File: config.mk
export PLATFORM = sky130hd
export DESIGN_NAME = breakpoint_patch_table_core_flat
export DESIGN_NICKNAME = d
export VERILOG_FILES = /design/src/hdl/bpt_pkg.sv /design/src/hdl/bpt_if.sv /design/src/hdl/bpt_cell.sv /design/src/hdl/bpt_ctrl.sv /design/src/hdl/breakpoint_patch_table_core.sv /design/src/flat_wrapper.sv
export SDC_FILE = /design/constraint.sdc
export NUM_CORES = 2
export LEC_CHECK = 0
export ABC_AREA = 1
export BUFFER_PORTS_ARGS = -buffer_cell sky130_fd_sc_hd__buf_2
export CAP_MARGIN = 5
export CORE_MARGIN = 2
export CORE_UTILIZATION = 40
export CTS_BUF_LIST = sky130_fd_sc_hd__clkbuf_4 sky130_fd_sc_hd__clkbuf_8
export CTS_CLUSTER_SIZE = 25
export DETAILED_ROUTE_END_ITERATION = 8
export GPL_ROUTABILITY_DRIVEN = 0
export GPL_TIMING_DRIVEN = 0
export PLACE_DENSITY = 0.57
export SYNTH_ARGS = -nofsm -noshare
export SYNTH_HDL_FRONTEND = slang
export SYNTH_HIERARCHICAL = 1
export SYNTH_SLANG_ARGS = --single-unit
File: constraint.sdc
create_clock -name clk_i -period 6.6 [get_ports clk_i]
set_input_delay 1.65 -clock clk_i [delete_from_list [all_inputs] [get_ports clk_i]]
set_output_delay 1.65 -clock clk_i [all_outputs]
set_load 0.02 [all_outputs]
File: src/hdl/bpt_pkg.sv
package bpt_pkg;

  localparam int AddrW          = 64;
  localparam int WordW          = 64;
  localparam int ByteW          = 8;
  localparam int SlotW          = 4;
  localparam int EntriesDefault = 16;
  localparam logic [ByteW-1:0] TrapByteReset = 8'hCC;

  typedef enum logic [1:0] {
    OP_SET     = 2'd0,
    OP_DISABLE = 2'd1,
    OP_ENABLE  = 2'd2,
    OP_REMOVE  = 2'd3
  } op_e;

  typedef enum logic [2:0] {
    STATUS_OK          = 3'd0,
    STATUS_DUP         = 3'd1,
    STATUS_FULL        = 3'd2,
    STATUS_NOT_FOUND   = 3'd3,
    STATUS_WRONG_STATE = 3'd4,
    STATUS_READ_FAIL   = 3'd5,
    STATUS_WRITE_FAIL  = 3'd6
  } status_e;

  typedef enum logic [2:0] {
    UPD_NONE,
    UPD_ALLOC,
    UPD_ENABLE,
    UPD_DISABLE,
    UPD_FREE
  } upd_e;

  typedef enum logic [1:0] {
    ST_IDLE,
    ST_SCAN,
    ST_DECIDE
  } state_e;

endpackage

File: src/hdl/bpt_if.sv
interface bpt_req_if;
  logic        valid;
  logic        ready;
  logic [1:0]  req_type;
  logic [63:0] addr;
  logic [63:0] mem_word;
  logic        read_ok;
  logic        write_ok;

  modport source (output valid, req_type, addr, mem_word, read_ok, write_ok, input ready);
  modport sink   (input valid, req_type, addr, mem_word, read_ok, write_ok, output ready);
endinterface

interface bpt_rsp_if;
  logic        valid;
  logic        ready;
  logic [2:0]  status;
  logic [3:0]  slot;
  logic        write_en;
  logic [63:0] write_word;

  modport source (output valid, status, slot, write_en, write_word, input ready);
  modport sink   (input valid, status, slot, write_en, write_word, output ready);
endinterface

interface bpt_cfg_if;
  logic       valid;
  logic       ready;
  logic [7:0] trap_byte;

  modport source (output valid, trap_byte, input ready);
  modport sink   (input valid, trap_byte, output ready);
endinterface

File: src/hdl/bpt_cell.sv
module bpt_cell import bpt_pkg::*; #(
  parameter int  IdxW    = 4,
  parameter int  CellIdx = 0,
  parameter type scan_t  = logic,
  parameter type upd_t   = logic
) (
  input  logic             clk_i,
  input  logic             rst_ni,
  input  logic [AddrW-1:0] req_addr_i,
  input  upd_t             upd_i,
  input  scan_t            tok_i,
  output scan_t            tok_o
);

  logic             valid_q, valid_d;
  logic             enabled_q, enabled_d;
  logic [AddrW-1:0] addr_q, addr_d;
  logic [ByteW-1:0] byte_q, byte_d;
  scan_t            tok_q, tok_d;
  logic             sel;

  assign sel = (upd_i.idx == IdxW'(CellIdx));

  always_comb begin
    valid_d   = valid_q;
    enabled_d = enabled_q;
    addr_d    = addr_q;
    byte_d    = byte_q;
    if (sel) begin
      unique case (upd_i.kind)
        UPD_ALLOC: begin
          valid_d   = 1'b1;
          enabled_d = 1'b1;
          addr_d    = upd_i.addr;
          byte_d    = upd_i.saved;
        end
        UPD_ENABLE:  enabled_d = 1'b1;
        UPD_DISABLE: enabled_d = 1'b0;
        UPD_FREE: begin
          valid_d   = 1'b0;
          enabled_d = 1'b0;
        end
        default: ;
      endcase
    end
  end

  // The first matching entry and the first free entry along the chain win.
  always_comb begin
    tok_d = tok_i;
    if (!tok_i.hit && valid_q && (addr_q == req_addr_i)) begin
      tok_d.hit      = 1'b1;
      tok_d.hit_idx  = IdxW'(CellIdx);
      tok_d.hit_en   = enabled_q;
      tok_d.hit_byte = byte_q;
    end
    if (!tok_i.free && !valid_q) begin
      tok_d.free     = 1'b1;
      tok_d.free_idx = IdxW'(CellIdx);
    end
  end

  always_ff @(posedge clk_i or negedge rst_ni) begin
    if (!rst_ni) begin
      valid_q   <= 1'b0;
      enabled_q <= 1'b0;
      tok_q     <= '0;
    end else begin
      valid_q   <= valid_d;
      enabled_q <= enabled_d;
      tok_q     <= tok_d;
    end
  end

  always_ff @(posedge clk_i) begin
    addr_q <= addr_d;
    byte_q <= byte_d;
  end

  assign tok_o = tok_q;

endmodule

File: src/hdl/bpt_ctrl.sv
module bpt_ctrl import bpt_pkg::*; #(
  parameter int  IdxW   = 4,
  parameter type scan_t = logic,
  parameter type upd_t  = logic
) (
  input  logic             clk_i,
  input  logic             rst_ni,
  bpt_req_if.sink          req_i,
  bpt_rsp_if.source        rsp_o,
  bpt_cfg_if.sink          cfg_i,
  output logic [AddrW-1:0] req_addr_o,
  output scan_t            tok_o,
  input  scan_t            tok_i,
  output upd_t             upd_o
);

  state_e           state_q, state_d;
  logic             launch_q;
  logic [ByteW-1:0] trap_q;
  op_e              op_q;
  logic [AddrW-1:0] addr_q;
  logic [WordW-1:0] word_q;
  logic             rd_q, wr_q;
  scan_t            res_q;

  logic             out_valid_q;
  status_e          out_status_q, status_d;
  logic [SlotW-1:0] out_slot_q, slot_d;
  logic             out_wen_q, wen_d;
  logic [WordW-1:0] out_word_q, word_d;

  logic accept, out_free, fire, want_en;

  assign accept   = req_i.valid && req_i.ready;
  assign out_free = !out_valid_q || rsp_o.ready;
  assign fire     = (state_q == ST_DECIDE) && out_free;

  always_comb begin
    state_d = state_q;
    unique case (state_q)
      ST_IDLE:   if (req_i.valid) state_d = ST_SCAN;
      ST_SCAN:   if (tok_i.live) state_d = ST_DECIDE;
      ST_DECIDE: if (out_free) state_d = ST_IDLE;
      default:   state_d = ST_IDLE;
    endcase
  end

  always_comb begin
    req_i.ready = (state_q == ST_IDLE);
    cfg_i.ready = 1'b1;
  end

  always_comb begin
    tok_o      = '0;
    tok_o.live = launch_q;
  end

  assign req_addr_o = addr_q;
  assign want_en    = (op_q == OP_ENABLE);

  always_comb begin
    status_d    = STATUS_OK;
    slot_d      = '0;
    wen_d       = 1'b0;
    word_d      = '0;
    upd_o       = '0;
    upd_o.kind  = UPD_NONE;
    upd_o.addr  = addr_q;
    upd_o.saved = word_q[ByteW-1:0];
    unique case (op_q)
      OP_SET: begin
        if (res_q.hit) begin
          status_d = STATUS_DUP;
          slot_d   = SlotW'(res_q.hit_idx);
        end else if (!res_q.free) begin
          status_d = STATUS_FULL;
        end else if (!rd_q) begin
          status_d = STATUS_READ_FAIL;
        end else if (!wr_q) begin
          status_d = STATUS_WRITE_FAIL;
        end else begin
          slot_d     = SlotW'(res_q.free_idx);
          wen_d      = 1'b1;
          word_d     = {word_q[WordW-1:ByteW], trap_q};
          upd_o.kind = UPD_ALLOC;
          upd_o.idx  = res_q.free_idx;
        end
      end
      OP_REMOVE: begin
        if (!res_q.hit) begin
          status_d = STATUS_NOT_FOUND;
        end else begin
          slot_d     = SlotW'(res_q.hit_idx);
          upd_o.kind = UPD_FREE;
          upd_o.idx  = res_q.hit_idx;
          // A failed restore is ignored; the entry is freed anyway.
          if (res_q.hit_en && rd_q && wr_q) begin
            wen_d  = 1'b1;
            word_d = {word_q[WordW-1:ByteW], res_q.hit_byte};
          end
        end
      end
      OP_DISABLE, OP_ENABLE: begin
        if (!res_q.hit) begin
          status_d = STATUS_NOT_FOUND;
        end else begin
          slot_d = SlotW'(res_q.hit_idx);
          if (res_q.hit_en == want_en) begin
            status_d = STATUS_WRONG_STATE;
          end else if (!rd_q) begin
            status_d = STATUS_READ_FAIL;
          end else if (!wr_q) begin
            status_d = STATUS_WRITE_FAIL;
          end else begin
            wen_d      = 1'b1;
            word_d     = {word_q[WordW-1:ByteW], want_en ? trap_q : res_q.hit_byte};
            upd_o.kind = want_en ? UPD_ENABLE : UPD_DISABLE;
            upd_o.idx  = res_q.hit_idx;
          end
        end
      end
      default: ;
    endcase
    if (!fire) begin
      upd_o.kind = UPD_NONE;
    end
  end

  always_ff @(posedge clk_i or negedge rst_ni) begin
    if (!rst_ni) begin
      state_q     <= ST_IDLE;
      launch_q    <= 1'b0;
      trap_q      <= TrapByteReset;
      out_valid_q <= 1'b0;
    end else begin
      state_q  <= state_d;
      launch_q <= accept;
      if (cfg_i.valid && cfg_i.ready) begin
        trap_q <= cfg_i.trap_byte;
      end
      if (fire) begin
        out_valid_q <= 1'b1;
      end else if (rsp_o.ready) begin
        out_valid_q <= 1'b0;
      end
    end
  end

  always_ff @(posedge clk_i) begin
    if (accept) begin
      op_q   <= op_e'(req_i.req_type);
      addr_q <= req_i.addr;
      word_q <= req_i.mem_word;
      rd_q   <= req_i.read_ok;
      wr_q   <= req_i.write_ok;
    end
    if ((state_q == ST_SCAN) && tok_i.live) begin
      res_q <= tok_i;
    end
    if (fire) begin
      out_status_q <= status_d;
      out_slot_q   <= slot_d;
      out_wen_q    <= wen_d;
      out_word_q   <= word_d;
    end
  end

  always_comb begin
    rsp_o.valid      = out_valid_q;
    rsp_o.status     = out_status_q;
    rsp_o.slot       = out_slot_q;
    rsp_o.write_en   = out_wen_q;
    rsp_o.write_word = out_word_q;
  end

endmodule

File: src/hdl/breakpoint_patch_table_core.sv
// Breakpoint table with ENTRIES slots held in a chain of cells. Each accepted request word
// sends a search token down the chain, one cell per cycle, collecting the lowest entry that
// holds the address and the lowest free entry; the controller then decides the result and, on
// success, updates the chosen cell. A new request is taken only after the previous one has
// passed the whole cell chain and its result has been decided. A finished result sits in an
// output register, so the next request is accepted while it waits. The trap byte resets to
// 0xCC and may be rewritten through the configuration channel while no request is in flight.
module breakpoint_patch_table_core import bpt_pkg::*; #(
  parameter int ENTRIES = EntriesDefault
) (
  input  logic      clk_i,
  input  logic      rst_ni,
  bpt_req_if.sink   req_i,
  bpt_rsp_if.source rsp_o,
  bpt_cfg_if.sink   cfg_i
);

  localparam int IdxW = (ENTRIES > 1) ? $clog2(ENTRIES) : 1;

  typedef struct packed {
    logic             live;
    logic             hit;
    logic [IdxW-1:0]  hit_idx;
    logic             hit_en;
    logic [ByteW-1:0] hit_byte;
    logic             free;
    logic [IdxW-1:0]  free_idx;
  } scan_t;

  typedef struct packed {
    upd_e             kind;
    logic [IdxW-1:0]  idx;
    logic [AddrW-1:0] addr;
    logic [ByteW-1:0] saved;
  } upd_t;

  scan_t            tok [ENTRIES+1];
  upd_t             upd;
  logic [AddrW-1:0] req_addr;

  bpt_ctrl #(
    .IdxW   (IdxW),
    .scan_t (scan_t),
    .upd_t  (upd_t)
  ) u_ctrl (
    .clk_i      (clk_i),
    .rst_ni     (rst_ni),
    .req_i      (req_i),
    .rsp_o      (rsp_o),
    .cfg_i      (cfg_i),
    .req_addr_o (req_addr),
    .tok_o      (tok[0]),
    .tok_i      (tok[ENTRIES]),
    .upd_o      (upd)
  );

  for (genvar i = 0; i < ENTRIES; i++) begin : g_cell
    bpt_cell #(
      .IdxW    (IdxW),
      .CellIdx (i),
      .scan_t  (scan_t),
      .upd_t   (upd_t)
    ) u_cell (
      .clk_i      (clk_i),
      .rst_ni     (rst_ni),
      .req_addr_i (req_addr),
      .upd_i      (upd),
      .tok_i      (tok[i]),
      .tok_o      (tok[i+1])
    );
  end

endmodule

File: src/flat_wrapper.sv
// flat-port wrapper written by rule: the top's interface ports become plain ports
module breakpoint_patch_table_core_flat import bpt_pkg::*;
#(
  parameter int ENTRIES = EntriesDefault
)
  (clk_i, rst_ni, req_i_valid, req_i_req_type, req_i_addr, req_i_mem_word, req_i_read_ok, req_i_write_ok, req_i_ready, rsp_o_valid, rsp_o_status, rsp_o_slot, rsp_o_write_en, rsp_o_write_word, rsp_o_ready, cfg_i_valid, cfg_i_trap_byte, cfg_i_ready);
  bpt_req_if req_i_i ();
  bpt_rsp_if rsp_o_i ();
  bpt_cfg_if cfg_i_i ();
  input  logic clk_i;
  input  logic rst_ni;
  input wire logic [$bits(req_i_i.valid)-1:0] req_i_valid;
  input wire logic [$bits(req_i_i.req_type)-1:0] req_i_req_type;
  input wire logic [$bits(req_i_i.addr)-1:0] req_i_addr;
  input wire logic [$bits(req_i_i.mem_word)-1:0] req_i_mem_word;
  input wire logic [$bits(req_i_i.read_ok)-1:0] req_i_read_ok;
  input wire logic [$bits(req_i_i.write_ok)-1:0] req_i_write_ok;
  output wire logic [$bits(req_i_i.ready)-1:0] req_i_ready;
  output wire logic [$bits(rsp_o_i.valid)-1:0] rsp_o_valid;
  output wire logic [$bits(rsp_o_i.status)-1:0] rsp_o_status;
  output wire logic [$bits(rsp_o_i.slot)-1:0] rsp_o_slot;
  output wire logic [$bits(rsp_o_i.write_en)-1:0] rsp_o_write_en;
  output wire logic [$bits(rsp_o_i.write_word)-1:0] rsp_o_write_word;
  input wire logic [$bits(rsp_o_i.ready)-1:0] rsp_o_ready;
  input wire logic [$bits(cfg_i_i.valid)-1:0] cfg_i_valid;
  input wire logic [$bits(cfg_i_i.trap_byte)-1:0] cfg_i_trap_byte;
  output wire logic [$bits(cfg_i_i.ready)-1:0] cfg_i_ready;
  assign req_i_i.valid = req_i_valid;
  assign req_i_i.req_type = req_i_req_type;
  assign req_i_i.addr = req_i_addr;
  assign req_i_i.mem_word = req_i_mem_word;
  assign req_i_i.read_ok = req_i_read_ok;
  assign req_i_i.write_ok = req_i_write_ok;
  assign req_i_ready = req_i_i.ready;
  assign rsp_o_valid = rsp_o_i.valid;
  assign rsp_o_status = rsp_o_i.status;
  assign rsp_o_slot = rsp_o_i.slot;
  assign rsp_o_write_en = rsp_o_i.write_en;
  assign rsp_o_write_word = rsp_o_i.write_word;
  assign rsp_o_i.ready = rsp_o_ready;
  assign cfg_i_i.valid = cfg_i_valid;
  assign cfg_i_i.trap_byte = cfg_i_trap_byte;
  assign cfg_i_ready = cfg_i_i.ready;
  breakpoint_patch_table_core #(.ENTRIES(ENTRIES)) u_core (.clk_i(clk_i), .rst_ni(rst_ni), .req_i(req_i_i), .rsp_o(rsp_o_i), .cfg_i(cfg_i_i));
endmodule
==> results by group <==
Status
  – Status: complete, no violations

Detailed routing
  – Vias: around 51000
  – Vias per cell: between 4 and 5
  – Routed WL per cell: 19.3 um
  – Detail Route Antenna Nets: 0
  – 1st-pass router iterations: 7
  – # DRC: 0
  – Iteration-0 DRC Markers: just under 5000
  – Routed WL: approximately 210 mm

Power and ir drop
  – Clock power share: 0.373
  – Sw frac: 0.271
  – Comb power frac: 0.118
  – P_leak: 0.0386 uW
  – Power share of the sequential group: 0.509
  – P_int: approximately 19000 uW
  – Switching power: 7080 uW
  – VDD IR max: 0.000225 V
  – Pwr Density: approximately 300 nW/um2

Clock tree
  – Post-cts sizing count: 0
  – TritonCTS clock tree: built
  – CTS Buf Count: between 300 and 400
  – Clk Latency, worst-skew pair: between 1 and 1.5 ns
  – Clock sink total: ~1700
  – # hold bufs at CTS: 0
  – # Post-CTS Setup Buffers: 0
  – Reg clk slew, reported paths: roughly 0.06 ns
  – H-tree Lvls: 5
  – Clk buf depth: 4
  – Clock Tree Root: clkbuf_8

Synthesis
  – Mapped Cells: 7434
  – Seq/Total Area, Yosys: 0.665
  – Seq cells post-synth: between 1500 and 2000
  – Post-synth ARST share: 0.209
  – YS warnings: 6
  – Most common flop cell mapped by yosys: edfxtp_1
  – Syn Std Cell Area: 75800 um2
  – Synthesized area per cell: around 10 um2
  – Post-synth EDFFs: 1375
  – Distinct cell type count after synthesis: 40

Global route
  – Largest net degree at the start of global routing: ~120
  – GRT Total Usage: 0.213
  – Vias in the first global route: roughly 50000
  – First-pass GRT wire length: between 300 and 400 mm
  – Initial antenna violation count: 6
  – GRT Residual Overflow: 0

Setup path
  – CP max stage delay: approximately 0.78 ns
  – Worst Setup Start Kind: primary input
  – Crit path arrival time: ~5.0 ns
  – Critical path class: in2reg
  – Cell mode on critical path: nand2_1
  – CP Data Required Time: 7.25 ns
  – Cell chain of the critical path: buf_2 -> nor2_1 -> inv_1 -> nand2_1 -> clkinvlp_4 -> nand2_1 -> nor2_4 -> nor3b_1 -> nand2_1 -> inv_4 -> buf_16
  – Worst-path fanout max: 48
  – CP max-delay cell: nor2_4
  – CP endpoint kind: flip-flop

Place
  – IO Port Bufs: ~220
  – Dpl cell area: between 80000 and 90000 um2
  – Dpl ws: between 1 and 1.5 ns
  – Dpl cells: 10196
  – Hpwl dp: about 140 mm

Floorplan
  – # IOs: 220
  – Die width: 439 um
  – Area of the core: between 150000 and 200000 um2
  – DIE HEIGHT: approximately 440 um
  – Starting density of the core: 0.403
  – Rows: 159
  – Die area: ~190000 um2

STA
  – Final hold vios: 0
  – Final Worst Setup Slack: ~2.3 ns
  – WHS: about 0.34 ns
  – Worst Tran Pin Value: 1.32 ns
  – Clock skew: 0.0859 ns
  – RSZ-0062 raised after global routing: no
  – Endpoints failing setup: 0
  – Final min period: roughly 4.3 ns
  – Fmax: 230 MHz
  – Period Utilization, post-route: 0.659
  – Final Max Tran Viols: 0
  – Max-slew headroom: 0.121

Cells and area
  – Fin util: 0.462
  – Fin area: ~87000 um2
  – Layout Cells excl Fill: ~11000
  – Nets@finish: ~8200
  – Area Overhead vs Synth: 14.6%
  – Fill count: ~17000
  – Fraction of layout cells with a size suffix above 1: 0.141

Worst hold path
  – Class of the worst hold path: reg2reg

Flow run
  – Maxcap violations: 0
layout by cell type, fill, tap and decap left out, types with 70 or more instances in the layout:
cell type	instances
clkbuf_4	110
o21ai_1	110
dfrtp_1	360
buf_4	95
nand3_1	70
nor2_1	950
inv_2	72
o21ai_0	150
edfxtp_1	1375
xnor2_1	208
clkbuf_8	337
nand2_1	2302
buf_2	222
inv_1	1168
nand4_1	155
through the flow:
stage	power, uW	setup TNS, ns
floorplan	15200	0
global placement	16500	-4489.97
detailed placement	16600	0
CTS	26500	0
global route	27400	0
finish	26200	0
power groups by stage:
stage	combinational [uW]	clock, uW	sequential, uW
after floorplan	1870	0	13400
after global placement	2920	0	13600
after detailed placement	3050	0	13600
after CTS	3070	10000	13300
after global routing	3440	10500	13400
final	3080	9760	13300
metal layers:
| metal | GRT usage | share of wire |
|---|---|---|
| met5 | 0 | 0.00014 |
| met4 | 0.0707 | 0.029 |
| met3 | 0.0366 | 0.071 |
| met2 | 0.349 | 0.47 |
| met1 | 0.288 | 0.43 |
worst paths after layout:
kind                       slack [ns]  cells past startpoint                                  to                               start
setup / recovery                 2.25                     11  u_core/g_cell[0].u_cell/addr_q[52]                         rsp_o_ready
min in group asynchronous        0.57                      1             u_core/u_ctrl/trap_q[1]                              rst_ni
max in group asynchronous        4.52                      3    u_core/g_cell[6].u_cell/tok_o[7]                              rst_ni
hold / removal                   0.34                      0  u_core/g_cell[12].u_cell/tok_o[19]  u_core/g_cell[11].u_cell/tok_o[19]
setup reg to reg                 2.43                     12  u_core/g_cell[0].u_cell/addr_q[52]                  u_core/u_ctrl/rd_q
hold reg to reg                  0.34                      0  u_core/g_cell[12].u_cell/tok_o[19]  u_core/g_cell[11].u_cell/tok_o[19]
cell usage after synthesis, types with 36 or more instances:
library cell / count / share of area
buf_4: 95 / 0.0094
dfrtp_1: 360 / 0.12
edfxtp_1: 1375 / 0.54
inv_1: 1185 / 0.059
inv_2: 72 / 0.0036
nand2_1: 2302 / 0.11
nand2_2: 45 / 0.0037
nand3_1: 70 / 0.0046
nand4_1: 155 / 0.013
nor2_1: 953 / 0.047
nor2_2: 47 / 0.0039
nor2_4: 40 / 0.0059
o21ai_0: 150 / 0.0099
o21ai_1: 110 / 0.0073
o22ai_1: 36 / 0.0030
xnor2_1: 208 / 0.024
flip-flops by register name, summed over array words and instances, names as in the netlist:
register and cells:
u_core/u_ctrl/rd_q 1, u_core/g_cell.u_cell/valid_q 16, u_core/u_ctrl/req_addr_o 64, u_core/g_cell.u_cell/addr_q 1024, u_core/u_ctrl/word_q 64, u_core/u_ctrl/rsp_o.slot 4, u_core/u_ctrl/launch_q 1, u_core/u_ctrl/wr_q 1
u_core/u_ctrl/res_q 19, u_core/u_ctrl/rsp_o.valid 1, u_core/u_ctrl/op_q 2, u_core/u_ctrl/trap_q 8, u_core/g_cell.u_cell/tok_o 320, u_core/u_ctrl/rsp_o.write_en 1, u_core/g_cell.u_cell/byte_q 128, u_core/u_ctrl/rsp_o.write_word 64
u_core/g_cell.u_cell/enabled_q 16, u_core/u_ctrl/state_q 2, u_core/u_ctrl/rsp_o.status 3
logic make-up after synthesis:
family | after synthesis | synth area share
XOR/XNOR | 240 | 0.0277
flip-flops | 1739 | 0.665
other | 2 | 0.0000991
AO/OA/AOI/OAI | 350 | 0.0251
adder cells (fa/ha/maj) | 3 | 0.000495
AND/OR/NAND/NOR | 3707 | 0.205
multiplexers | 8 | 0.00119
buffers and inverters | 1385 | 0.0756
area by class of cell:
cell class / instances / area, um2 / share of cell area
well taps: 2495 / 3120 / 0.0359
inverters: 1258 / 4770 / 0.0549
repair buffers: 251 / 1880 / 0.0217
plain buffers: 127 / 1000 / 0.0115
flip-flops and latches: 1739 / 50400 / 0.580
clock buffers: 447 / 5460 / 0.0629
diodes: 3 / 7.51 / 0.0000864
clock inverters: 83 / 473 / 0.00544
multi-input cells: 4328 / 19800 / 0.228
critical path, delay by kind of cell:
kind	cells	cell delay, ns
buf+inv	5	1.56
simple gates	6	1.63
Power figures use the tool's default switching activity.
